## config.mk

```make
export PLATFORM = sky130hd
export DESIGN_NAME = single_wire_humidity_sensor_reader_top
export DESIGN_NICKNAME = d
export VERILOG_FILES = /design/src/rtl/swhr_pkg.sv /design/src/rtl/single_wire_humidity_sensor_reader_top.sv /design/src/rtl/swhr_csr.sv /design/src/rtl/swhr_core.sv
export VERILOG_INCLUDE_DIRS = /design/src /design/src/rtl
export SDC_FILE = /design/constraint.sdc
export NUM_CORES = 1
export LEC_CHECK = 0
export ABC_CLOCK_PERIOD_IN_PS = 5750
export BUFFER_PORTS_ARGS = -buffer_cell sky130_fd_sc_hd__buf_4
export CORE_ASPECT_RATIO = 0.6
export CORE_MARGIN = 1.5
export CORE_UTILIZATION = 40
export DETAILED_ROUTE_END_ITERATION = 10
export GPL_ROUTABILITY_DRIVEN = 0
export SETUP_SLACK_MARGIN = 0.2
export SYNTH_ARGS = -nofsm -noshare
export SYNTH_HDL_FRONTEND = slang
export SYNTH_SLANG_ARGS = --single-unit
```

## constraint.sdc

```tcl
create_clock -name clock -period 5.75 [get_ports clock]
set_input_delay 1.15 -clock clock [delete_from_list [all_inputs] [get_ports clock]]
set_output_delay 1.15 -clock clock [all_outputs]
set_load 0.05 [all_outputs]
```

## src/rtl/single_wire_humidity_sensor_reader_top_defines.svh

```systemverilog
// Assertion macros for the single-wire sensor reader.
// Both macros use the enclosing module's clock and reset.
`ifndef SINGLE_WIRE_HUMIDITY_SENSOR_READER_TOP_DEFINES_SVH
`define SINGLE_WIRE_HUMIDITY_SENSOR_READER_TOP_DEFINES_SVH

`ifndef SYNTHESIS

// Same-cycle implication
`define SWHR_ASSERT_SAME(lbl, ante, cons) \
   lbl: assert property (@(posedge clock) disable iff (reset) (ante) |-> (cons)) \
      else $error("swhr assertion failed");

// Next-cycle implication
`define SWHR_ASSERT_NEXT(lbl, ante, cons) \
   lbl: assert property (@(posedge clock) disable iff (reset) (ante) |=> (cons)) \
      else $error("swhr assertion failed");

`else

`define SWHR_ASSERT_SAME(lbl, ante, cons)
`define SWHR_ASSERT_NEXT(lbl, ante, cons)

`endif

`endif

```

## src/rtl/swhr_pkg.sv

```systemverilog
package swhr_pkg;

   localparam int unsigned FRAME_BYTES   = 5;
   localparam int unsigned FRAME_BITS    = 8 * FRAME_BYTES;
   localparam int unsigned BIT_IDX_W     = $clog2(FRAME_BITS);
   localparam int unsigned COUNTER_WIDTH = 16;
   localparam logic [COUNTER_WIDTH-1:0] CNT_MAX = {COUNTER_WIDTH{1'b1}};

   localparam int unsigned CSR_ADDR_W = 5;
   localparam int unsigned CSR_DATA_W = 32;

   // Register reset values
   localparam logic [15:0] START_LOW_RST     = 16'd18000;
   localparam logic [9:0]  PRESENCE_DLY_RST  = 10'd105;
   localparam logic [9:0]  DATA_WAIT_RST     = 10'd80;
   localparam logic [7:0]  SAMPLE_DLY_RST    = 8'd30;
   localparam logic [15:0] BIT_TIMEOUT_RST   = 16'd1000;

   typedef enum logic [2:0] {
      REG_START_LOW    = 3'd0,
      REG_PRESENCE_DLY = 3'd1,
      REG_DATA_WAIT    = 3'd2,
      REG_SAMPLE_DLY   = 3'd3,
      REG_BIT_TIMEOUT  = 3'd4
   } reg_idx_type;

   typedef enum logic [2:0] {
      PH_IDLE      = 3'd0,
      PH_START_LOW = 3'd1,
      PH_PRESENCE  = 3'd2,
      PH_DATA_WAIT = 3'd3,
      PH_WAIT_RISE = 3'd4,
      PH_SAMPLE    = 3'd5,
      PH_WAIT_FALL = 3'd6
   } phase_type;

   typedef enum logic [1:0] {
      ST_OK          = 2'd0,
      ST_CHECKSUM    = 2'd1,
      ST_NO_PRESENCE = 2'd2,
      ST_TIMEOUT     = 2'd3
   } status_type;

   typedef struct packed {
      logic [15:0] start_low_ticks;
      logic [9:0]  presence_delay_ticks;
      logic [9:0]  data_wait_ticks;
      logic [7:0]  sample_delay_ticks;
      logic [15:0] bit_timeout_ticks;
   } cfg_type;

   typedef struct packed {
      logic       start_request;
      logic       line_level;
      logic [7:0] light_sample;
   } req_type;

   typedef struct packed {
      logic       drive_low;
      logic       busy_res;
      logic       done_res;
      logic [1:0] status;
      logic [7:0] temperature;
      logic [7:0] humidity;
      logic [7:0] light_level;
      logic [7:0] payload_sum;
   } rsp_type;

   // Limit a register value to the counter range
   function automatic logic [COUNTER_WIDTH-1:0] clamp_limit(input logic [15:0] v);
      logic [31:0] wide;
      wide = 32'(v);
      if (wide > 32'(CNT_MAX)) begin
         return CNT_MAX;
      end
      return wide[COUNTER_WIDTH-1:0];
   endfunction

   // Byte k of the frame, byte 0 received first; absent bytes read zero
   function automatic logic [7:0] frame_byte(input logic [FRAME_BITS-1:0] f,
                                             input int unsigned k);
      if (k >= FRAME_BYTES) begin
         return 8'd0;
      end
      return f[8 * (FRAME_BYTES - 1 - k) +: 8];
   endfunction

endpackage

```

## src/rtl/single_wire_humidity_sensor_reader_top.sv

```systemverilog
// A req word is held in the input register, its result word in the result register
// on rsp until taken at an edge with rsp_ready high. Throughput: one word per cycle
// while rsp_ready is high; each word is one tick of the sensor line sequencer.
// An input register and a result register part the two channels, so while a finished
// result waits, req_ready stays high only until the input register holds a word.
// Reset (synchronous): sequencer to idle, both channels empty, registers to defaults.
module single_wire_humidity_sensor_reader_top
   import swhr_pkg::*;
(
   input  logic                  clock,
   input  logic                  reset,
   input  logic                  req_valid,
   output logic                  req_ready,
   input  req_type               req_data,
   output logic                  rsp_valid,
   input  logic                  rsp_ready,
   output rsp_type               rsp_data,
   input  logic                  csr_psel,
   input  logic                  csr_penable,
   input  logic                  csr_pwrite,
   input  logic [CSR_ADDR_W-1:0] csr_paddr,
   input  logic [CSR_DATA_W-1:0] csr_pwdata,
   output logic [CSR_DATA_W-1:0] csr_prdata,
   output logic                  csr_pready
);

   cfg_type cfg;
   logic    in_valid_ff;
   logic    in_valid_in;
   req_type in_word_ff;
   logic    out_valid_ff;
   logic    out_valid_in;
   rsp_type out_word_ff;
   rsp_type step_word;
   logic    step_en;
   logic    req_fire;

   swhr_csr u_csr (
      .clock       (clock),
      .reset       (reset),
      .csr_psel    (csr_psel),
      .csr_penable (csr_penable),
      .csr_pwrite  (csr_pwrite),
      .csr_paddr   (csr_paddr),
      .csr_pwdata  (csr_pwdata),
      .csr_prdata  (csr_prdata),
      .csr_pready  (csr_pready),
      .cfg         (cfg)
   );

   swhr_core u_core (
      .clock   (clock),
      .reset   (reset),
      .step_en (step_en),
      .req     (in_word_ff),
      .cfg     (cfg),
      .rsp     (step_word)
   );

   // Advance when the result register is free or being drained
   assign step_en   = in_valid_ff && (!out_valid_ff || rsp_ready);
   assign req_ready = !in_valid_ff || step_en;
   assign req_fire  = req_valid && req_ready;
   assign rsp_valid = out_valid_ff;
   assign rsp_data  = out_word_ff;

   always_comb begin
      if (req_fire) begin
         in_valid_in = 1'b1;
      end else if (step_en) begin
         in_valid_in = 1'b0;
      end else begin
         in_valid_in = in_valid_ff;
      end
   end

   always_comb begin
      if (step_en) begin
         out_valid_in = 1'b1;
      end else if (rsp_ready) begin
         out_valid_in = 1'b0;
      end else begin
         out_valid_in = out_valid_ff;
      end
   end

   always_ff @(posedge clock) begin
      if (reset) begin
         in_valid_ff  <= 1'b0;
         out_valid_ff <= 1'b0;
      end else begin
         in_valid_ff  <= in_valid_in;
         out_valid_ff <= out_valid_in;
      end
   end

   // Hold payloads until replaced
   always_ff @(posedge clock) begin
      if (req_fire) begin
         in_word_ff <= req_data;
      end
      if (step_en) begin
         out_word_ff <= step_word;
      end
   end

endmodule

```

## src/rtl/swhr_csr.sv

```systemverilog
module swhr_csr
   import swhr_pkg::*;
(
   input  logic                  clock,
   input  logic                  reset,
   input  logic                  csr_psel,
   input  logic                  csr_penable,
   input  logic                  csr_pwrite,
   input  logic [CSR_ADDR_W-1:0] csr_paddr,
   input  logic [CSR_DATA_W-1:0] csr_pwdata,
   output logic [CSR_DATA_W-1:0] csr_prdata,
   output logic                  csr_pready,
   output cfg_type               cfg
);

   cfg_type     cfg_ff;
   cfg_type     cfg_in;
   reg_idx_type reg_idx;
   logic        wr_en;

   assign reg_idx    = reg_idx_type'(csr_paddr[CSR_ADDR_W-1:2]);
   assign wr_en      = csr_psel & csr_penable & csr_pwrite;
   assign csr_pready = 1'b1;
   assign cfg        = cfg_ff;

   // Write decode
   always_comb begin
      cfg_in = cfg_ff;
      if (wr_en) begin
         case (reg_idx)
            REG_START_LOW:    cfg_in.start_low_ticks      = csr_pwdata[15:0];
            REG_PRESENCE_DLY: cfg_in.presence_delay_ticks = csr_pwdata[9:0];
            REG_DATA_WAIT:    cfg_in.data_wait_ticks      = csr_pwdata[9:0];
            REG_SAMPLE_DLY:   cfg_in.sample_delay_ticks   = csr_pwdata[7:0];
            REG_BIT_TIMEOUT:  cfg_in.bit_timeout_ticks    = csr_pwdata[15:0];
            default:          cfg_in = cfg_ff;
         endcase
      end
   end

   // Read mux
   always_comb begin
      case (reg_idx)
         REG_START_LOW:    csr_prdata = 32'(cfg_ff.start_low_ticks);
         REG_PRESENCE_DLY: csr_prdata = 32'(cfg_ff.presence_delay_ticks);
         REG_DATA_WAIT:    csr_prdata = 32'(cfg_ff.data_wait_ticks);
         REG_SAMPLE_DLY:   csr_prdata = 32'(cfg_ff.sample_delay_ticks);
         REG_BIT_TIMEOUT:  csr_prdata = 32'(cfg_ff.bit_timeout_ticks);
         default:          csr_prdata = '0;
      endcase
   end

   always_ff @(posedge clock) begin
      if (reset) begin
         cfg_ff.start_low_ticks      <= START_LOW_RST;
         cfg_ff.presence_delay_ticks <= PRESENCE_DLY_RST;
         cfg_ff.data_wait_ticks      <= DATA_WAIT_RST;
         cfg_ff.sample_delay_ticks   <= SAMPLE_DLY_RST;
         cfg_ff.bit_timeout_ticks    <= BIT_TIMEOUT_RST;
      end else begin
         cfg_ff <= cfg_in;
      end
   end

endmodule

```

## src/rtl/swhr_core.sv

```systemverilog
`include "single_wire_humidity_sensor_reader_top_defines.svh"

module swhr_core
   import swhr_pkg::*;
(
   input  logic    clock,
   input  logic    reset,
   input  logic    step_en,
   input  req_type req,
   input  cfg_type cfg,
   output rsp_type rsp
);

   phase_type              phase_ff;
   phase_type              phase_in;
   logic [COUNTER_WIDTH-1:0] tick_cnt_ff;
   logic [COUNTER_WIDTH-1:0] tick_cnt_in;
   logic [BIT_IDX_W-1:0]   bit_idx_ff;
   logic [BIT_IDX_W-1:0]   bit_idx_in;
   logic [FRAME_BITS-1:0]  frame_ff;
   logic [FRAME_BITS-1:0]  frame_in;
   logic [7:0]             light_ff;
   logic [7:0]             light_in;

   logic [COUNTER_WIDTH-1:0] cnt_step;
   logic [COUNTER_WIDTH-1:0] limit;
   logic                   reached;
   logic                   last_bit;
   logic                   end_no_presence;
   logic                   end_timeout;
   logic                   end_frame;
   logic                   done;
   logic [7:0]             check_acc;
   logic                   check_ok;
   status_type             status;

   // Saturating tick counter step and the limit of the current phase
   assign cnt_step = (tick_cnt_ff == CNT_MAX) ? tick_cnt_ff : tick_cnt_ff + 1'b1;

   always_comb begin
      case (phase_ff)
         PH_START_LOW: limit = clamp_limit(cfg.start_low_ticks);
         PH_PRESENCE:  limit = clamp_limit(16'(cfg.presence_delay_ticks));
         PH_DATA_WAIT: limit = clamp_limit(16'(cfg.data_wait_ticks));
         PH_SAMPLE:    limit = clamp_limit(16'(cfg.sample_delay_ticks));
         default:      limit = clamp_limit(cfg.bit_timeout_ticks);
      endcase
   end

   assign reached  = cnt_step >= limit;
   assign last_bit = (32'(bit_idx_ff) + 32'd1) >= 32'(FRAME_BITS);

   // Ways a measurement ends
   assign end_no_presence = (phase_ff == PH_PRESENCE) && reached && !req.line_level;
   assign end_timeout     = ((phase_ff == PH_WAIT_RISE) && !req.line_level && reached) ||
                            ((phase_ff == PH_WAIT_FALL) && req.line_level && reached);
   assign end_frame       = (phase_ff == PH_WAIT_FALL) && !req.line_level && last_bit;
   assign done            = end_no_presence | end_timeout | end_frame;

   // Checksum: 8-bit sum of all bytes but the last
   always_comb begin
      check_acc = 8'd0;
      for (int unsigned k = 0; k + 1 < FRAME_BYTES; k++) begin
         check_acc = check_acc + frame_byte(frame_ff, k);
      end
   end

   assign check_ok = check_acc == frame_byte(frame_ff, FRAME_BYTES - 1);

   always_comb begin
      if (end_no_presence) begin
         status = ST_NO_PRESENCE;
      end else if (end_timeout) begin
         status = ST_TIMEOUT;
      end else if (end_frame && !check_ok) begin
         status = ST_CHECKSUM;
      end else begin
         status = ST_OK;
      end
   end

   // Next phase
   always_comb begin
      phase_in = phase_ff;
      case (phase_ff)
         PH_IDLE:      if (req.start_request) phase_in = PH_START_LOW;
         PH_START_LOW: if (reached) phase_in = PH_PRESENCE;
         PH_PRESENCE:  if (reached) phase_in = req.line_level ? PH_DATA_WAIT : PH_IDLE;
         PH_DATA_WAIT: if (reached) phase_in = PH_WAIT_RISE;
         PH_WAIT_RISE: begin
            if (req.line_level) begin
               phase_in = PH_SAMPLE;
            end else if (reached) begin
               phase_in = PH_IDLE;
            end
         end
         PH_SAMPLE:    if (reached) phase_in = PH_WAIT_FALL;
         PH_WAIT_FALL: begin
            if (!req.line_level) begin
               phase_in = last_bit ? PH_IDLE : PH_WAIT_RISE;
            end else if (reached) begin
               phase_in = PH_IDLE;
            end
         end
         default:      phase_in = PH_IDLE;
      endcase
   end

   // Counter, bit index, frame shift and light latch
   always_comb begin
      tick_cnt_in = tick_cnt_ff;
      bit_idx_in  = bit_idx_ff;
      frame_in    = frame_ff;
      light_in    = light_ff;
      case (phase_ff)
         PH_IDLE: begin
            if (req.start_request) begin
               light_in    = req.light_sample;
               tick_cnt_in = '0;
               bit_idx_in  = '0;
               frame_in    = '0;
            end
         end
         PH_START_LOW, PH_PRESENCE, PH_DATA_WAIT: begin
            tick_cnt_in = reached ? '0 : cnt_step;
         end
         PH_WAIT_RISE: begin
            tick_cnt_in = req.line_level ? '0 : cnt_step;
         end
         PH_SAMPLE: begin
            if (reached) begin
               frame_in    = {frame_ff[FRAME_BITS-2:0], req.line_level};
               tick_cnt_in = '0;
            end else begin
               tick_cnt_in = cnt_step;
            end
         end
         PH_WAIT_FALL: begin
            if (!req.line_level) begin
               tick_cnt_in = '0;
               if (!last_bit) begin
                  bit_idx_in = bit_idx_ff + 1'b1;
               end
            end else begin
               tick_cnt_in = cnt_step;
            end
         end
         default: begin
            tick_cnt_in = tick_cnt_ff;
         end
      endcase
   end

   // Result word
   always_comb begin
      rsp           = '0;
      rsp.drive_low = phase_in == PH_START_LOW;
      rsp.busy_res  = phase_in != PH_IDLE;
      rsp.done_res  = done;
      if (done) begin
         rsp.status = status;
         if (status == ST_OK) begin
            rsp.temperature = frame_byte(frame_ff, 2);
            rsp.humidity    = frame_byte(frame_ff, 0);
            rsp.light_level = light_ff;
            rsp.payload_sum = frame_byte(frame_ff, 2) + frame_byte(frame_ff, 0) + light_ff;
         end
      end
   end

   // Control state
   always_ff @(posedge clock) begin
      if (reset) begin
         phase_ff    <= PH_IDLE;
         tick_cnt_ff <= '0;
         bit_idx_ff  <= '0;
      end else if (step_en) begin
         phase_ff    <= phase_in;
         tick_cnt_ff <= tick_cnt_in;
         bit_idx_ff  <= bit_idx_in;
      end
   end

   // Payload state
   always_ff @(posedge clock) begin
      if (step_en) begin
         frame_ff <= frame_in;
         light_ff <= light_in;
      end
   end

   `SWHR_ASSERT_NEXT(a_done_goes_idle, step_en && done, phase_ff == PH_IDLE)
   `SWHR_ASSERT_NEXT(a_idle_holds, step_en && (phase_ff == PH_IDLE) && !req.start_request, phase_ff == PH_IDLE)
   `SWHR_ASSERT_NEXT(a_sample_clears_cnt, step_en && (phase_ff == PH_SAMPLE) && reached, (tick_cnt_ff == '0) && (phase_ff == PH_WAIT_FALL))
   `SWHR_ASSERT_SAME(a_drive_only_start, rsp.drive_low, !done && rsp.busy_res)

endmodule

```

# Yosys cells after proc, flatten, opt, wreduce, memory -nomap -nowiden
# Cells that the tools add are included.
# Widths: inputs -> output; s select.
# word_totals
input_bits	54
reg_bits	182
out_inout_bits	72
word_cells	125
# op_classes
n_eq_ne	17
muxes	33
n_reduce_logical	38
order_cmp	2
bitwise_logic	4
n_addsub	8
# op_table
op	count
$pmux 16 s4	2
$mux 16	5
$mux 40	2
$pmux 16 s5	1
$pmux 40 s2	1
$add 8x8->8	5
$ge 32x6->1 const B	1
$mux 3	9
$pmux 3 s7	1
$mux 6	3
$add 16x1->16 const B	1
$eq 16x16->1 const B	1
$ge 16x16->1	1
$eq 3x2->1 const B	4
$eq 3x3->1 const B	4
$pmux 6 s2	1
$reduce_and 2->1	6
$logic_and 1x1->1	11
$eq 3x1->1 const B	3
$eq 8x8->1	1
$reduce_bool 2->1	4
$add 6x1->7 const B	1
$add 6x1->6 const B	1
$logic_not 3->1	2
15 further kinds	31

# Longest topological paths before layout
# depth
depth_word	11
mapped_depth	15
mapped_depth_nobuf	13

# Modules after synthesis
# A second synthesis with hierarchy kept.
# hier_totals
cells_unflattened	1014
area_unflattened_um2	10299.9
# modules_own_cells
module	area_each_um2	cells_per_inst	seq_area_each_um2	instances
swhr_core	5709.2	613	1941.9	1
swhr_csr	3075.4	344	1201.2	1
single_wire_humidity_sensor_reader_top	1515.2	57	1451.4	1

# Worst setup path before layout
# OpenSTA, ideal clock, no wires.
# synth_path
path_kind	reg2reg
startpoint	register u_core.tick_cnt_ff[2]
endpoint	register u_core.frame_ff[0], enable pin
period_less_slack_ps	4197
path_stages_with_launch	14
path_slack_ps	1553
t_required_ps	5349
n_path_buf	1
arrival_time_ps	3796
setup_ps	401
cell_sequence	dfxtp_1 > buf_2 > nand4_1 > or2_2 > a211oi_1 > nand3_1 > xnor2_1 > ha_1 > and4_1 > o311a_1 > a211o_4 > nand2_1 > o22ai_1 > and3_1
# synth_between
elab_chain_cells	5
elab_cells_between_ends	6
classes_between	1 x add/sub; 1 x order compare; 2 x eq/ne; 1 x mux; 1 x reduce/logical
# synth_lines
item	line_no	rtl
start: declaration	swhr_core.sv:16	logic [COUNTER_WIDTH-1:0] tick_cnt_ff;
start signal: assignment	swhr_core.sv:179	tick_cnt_ff <= tick_cnt_in;
$add 16x1->16 / $eq 16x16->1 (equally long branches)	swhr_core.sv:38	assign cnt_step = (tick_cnt_ff == CNT_MAX) ? tick_cnt_ff : tick_cnt_ff + 1'b1;
$mux 16 (*)	swhr_core.sv:38	
$ge 16x16->1 (*)	swhr_core.sv:50	assign reached = cnt_step >= limit;
$ne 2x1->1 (no source line) (*)	-	
$reduce_and 4->1 (no source line) (*)	-	
end signal: assignment	swhr_core.sv:187	frame_ff <= frame_in;
end: declaration	swhr_core.sv:20	logic [FRAME_BITS-1:0] frame_ff;
# Every way passes the cells marked *; elsewhere a longest branch is shown, timed or not.
# A chain may end at the register's enable or synchronous reset.

# Worst setup path after layout
# layout_path
startpoint	register u_core.frame_ff[17]
endpoint	register out_word_ff, in the netlist rsp_data[3] (data pin)
# layout_between
elab_chain_cells	10
elab_cells_between_ends	12
classes_between	4 x add/sub; 1 x eq/ne; 3 x mux; 4 x reduce/logical
# layout_lines
item	line_no	rtl
$add 8x8->8 (2 in series)	swhr_core.sv:64	check_acc = check_acc + frame_byte(frame_ff, k);
$eq 8x8->1	swhr_core.sv:68	assign check_ok = check_acc == frame_byte(frame_ff, FRAME_BYTES - 1);
$logic_not 1->1	swhr_core.sv:75	end else if (end_frame && !check_ok) begin
$logic_and 1x1->1	swhr_core.sv:75	
$mux 1	swhr_core.sv:75	
$mux 2	swhr_core.sv:73	end else if (end_timeout) begin
$mux 2	swhr_core.sv:71	if (end_no_presence) begin
$logic_not 2->1	swhr_core.sv:162	if (status == ST_OK) begin
$reduce_and 2->1 (no source line)	-	
end signal: assignment	single_wire_humidity_sensor_reader_top.sv:103	out_word_ff <= step_word;
end: declaration	single_wire_humidity_sensor_reader_top.sv:33	rsp_type out_word_ff;
# Parallel ways exist; a longest one is shown, timed or not.

==> results.ini <==
[synthesis]
async_flop_share = 0
synth_fa_ha_area_frac = 0.0859
synth_cell_types = 71
synth-seq-cells = 182
synthSimpleGateAreaFrac = 0.173
syn_avg_cell_area_um2 = 10.1
synth_top_area_cell = edfxtp_1
synth_ff_type = edfxtp_1
synth_seq_area_share = 0.469
ys_warn_count = 0
synth.most_common_cell = nand2_1
synth_mux_area_frac = 0.0503
syn_inst = 968
synth-edff-count = 95
synth_top_family_by_area = simple AND/OR/NAND/NOR gates
synth_top_area_frac = 0.291
ys_top_cells_by_count = nand2_1 (107), edfxtp_1 (95), dfxtp_1 (87)
synth_compound_area_frac = 0.139
synthTopCellsByArea = edfxtp_1 (29%), dfxtp_1 (18%), fa_1 (4.5%)
synth_xor_area_frac = 0.0304
synthesis.area_um2 = 9790

[drt]
ant_nets = 0
drt_iter0_drc = 701
drtPass1Iterations = 5
avgRoutedWirePerCell_um = 19.0
vias = 7434
wl_um = 26000
vias_per_cell = 5.42
remaining_drc_errors = 0

[floorplanning]
die_x_um = 205
rows = 44
die-area_um2 = 25500
die_h_um = 124
core_area_um2 = 24100
initial_core_util = 0.406
io_pins = 126

[setup_path]
critPathMaxStageDelay_ns = 0.75
crit_chain = inv_1 > fa_1 > fa_1 > inv_1 > ha_1 > fa_1 > xnor2_1 > xnor2_1 > nor4_1 > nand3_1 > nor4_4 > buf_4 > nor3b_1
slowest_stage = nor4_4
start_kind = flop
crit_top_cell = fa_1
path_class = reg2reg
cp.required_ns = 6.02
cp-end-kind = flop
worstPathMaxFanout = 16
cp_top_family = simple AND/OR/NAND/NOR gates
cp.arrival_ns = 4.87
crit_buf_inv = 3

[grt]
grt_pass1_wl_um = 40300
antenna_found_initial = 0
grt_overflow = 0
grt_util_all_layers = 0.208
grt_pass1_vias = 6779
grt_max_degree = 78

[power]
seqPwrFrac = 0.474
power_frac_clock = 0.360
cellPowerDensity_nw_per_um2 = 270
power_frac_comb = 0.167
ir_drop_mv = 0.185
p_switching_w = 0.000910
p_sw_frac = 0.300
p_int_w = 0.00212
power_leakage_nw = 4.44

[timing]
skew_ns = 0.0136
hold_slack_ns = 0.423
tns_ns = 0
period_minus_slack_ns = 4.61
fin_crit_sh = 0.801
fmax_mhz = 217
slew_headroom = 0.307
report.final.setup_viol = 0
worst_pin_slew_ns = 1.04
hold_violations = 0
final_max_slew_viol_count = 0
rsz0062_at_grt = no

[clock_network]
cts_hold_buf = 0
cts.htree.levels = 4
numCtsBuffers = 17
cts_root_buf = clkbuf_16
clk_path_buf_depth = 2
clock-sinks = 182
post_cts_buffers = 0
clk_latency_ns = 0.44
path_clk_slew_ns = 0.07
post_cts_resized = 0
tritoncts = yes

[final_layout]
drive_above_1_share = 0.162
ff_latch_area_um2 = 4600
final_nets = 1145
n_fill_cell = 2295
syn_to_final_growth_pct = 15.0
multi_input_area_um2 = 4770
num_antenna_cells = 0

[min_path]
hp-class = reg2reg

[placement]
dp_hpwl_um = 18400
io_buffers = 90

[flow_run]
max_cap_viol_count = 0

[status]
status = finished, final reports clean

==> power groups by stage <==
stage | clock, W | combinational [W] | sequential (W)
2_1_floorplan | 0 | 0.000315 | 0.00149
3_3_place_gp | 0 | 0.000495 | 0.00147
3_5_place_dp | 0 | 0.000499 | 0.00147
4_1_cts | 0.00111 | 0.000502 | 0.00144
5_1_grt | 0.00116 | 0.000544 | 0.00144
6_report | 0.00109 | 0.000506 | 0.00144
==> worst register-to-register path, stage by stage (launching register included) <==
cell and delay [ns]:
edfxtp_1 0.47, inv_1 0.12, fa_1 0.44, fa_1 0.51
inv_1 0.05, ha_1 0.22, fa_1 0.41, xnor2_1 0.20
xnor2_1 0.09, nor4_1 0.47, nand3_1 0.24, nor4_4 0.75
buf_4 0.27, nor3b_1 0.20
==> final cells by class <==
class | count | area share
Timing Repair Buffer | 106 | 0.0718
Sequential cell | 182 | 0.408
Inverter | 42 | 0.0140
Multi-Input combinational cell | 688 | 0.423
Tap cell | 322 | 0.0358
Clock buffer | 17 | 0.0378
Clock inverter | 14 | 0.00900
==> layout by cell type, fill, tap and decap left out, drive strengths merged, types with 5 or more instances in the layout <==
master  count
o21ai      23
nand2b      9
a211o      13
nor4        6
a211oi      5
nor2b      16
nor3       11
a21o        5
xor2        7
a22oi      22
o22ai      19
and3       44
ha         32
a31oi      17
edfxtp     95
mux2       15
nand4       5
nand3b     12
a21oi      50
fa         22
conb       17
nand2     107
mux2i      32
nand3      16
inv        47
xnor2      27
nor2       67
clkinv      6
buf       106
a311oi      7
and2       31
dfxtp      87
clkbuf     17
==> per-stage QoR <==
step | instance area [µm²] | cells | utilization | power [W] | setup WS [ns]
floorplan | 9850 | 983 | - | 0.00181 | 1.55
global placement | 10700 | 1340 | 0.445 | 0.00196 | 1.24
detailed placement | 10700 | 1340 | 0.445 | 0.00197 | 1.18
CTS | 11300 | 1371 | 0.467 | 0.00305 | 1.14
global route | 11300 | 1371 | 0.467 | 0.00315 | 0.846
finish | 11300 | 1371 | 0.467 | 0.00303 | 1.14
==> registers in the layout, indices dropped and copies added, names as in the netlist <==
name                cells
u_csr.cfg              60
u_core.phase_ff         3
u_core.frame_ff        40
rsp_valid               1
u_core.light_ff         8
in_word_ff             10
rsp_data               37
u_core.bit_idx_ff       6
u_core.tick_cnt_ff     16
in_valid_ff             1
==> per-layer routing <==
layer	routed length (µm)	GRT usage
met5	0	0
met4	188	0.0459
met3	1800	0.0418
met2	9800	0.256
met1	14200	0.357
==> final timing paths <==
check	cells past startpoint	startpoint	slack (ns)	end
hold / removal	0	in_word_ff[7]	0.42	u_core.light_ff[7]
hold reg to reg	0	in_word_ff[7]	0.42	u_core.light_ff[7]
setup / recovery	13	u_core.frame_ff[17]	1.14	rsp_data[3]
setup reg to reg	13	u_core.frame_ff[17]	1.14	rsp_data[3]
==> cells by family (layout without fill, tap and decap cells) <==
group	Yosys count	after routing
mux	47	47
simple gates	338	338
fa+ha+maj	54	54
flops	182	182
xor+xnor	34	34
compound gates	198	198
buf+inv	113	179
other cells	2	17
No activity file was read; power rests on OpenSTA's default activity.
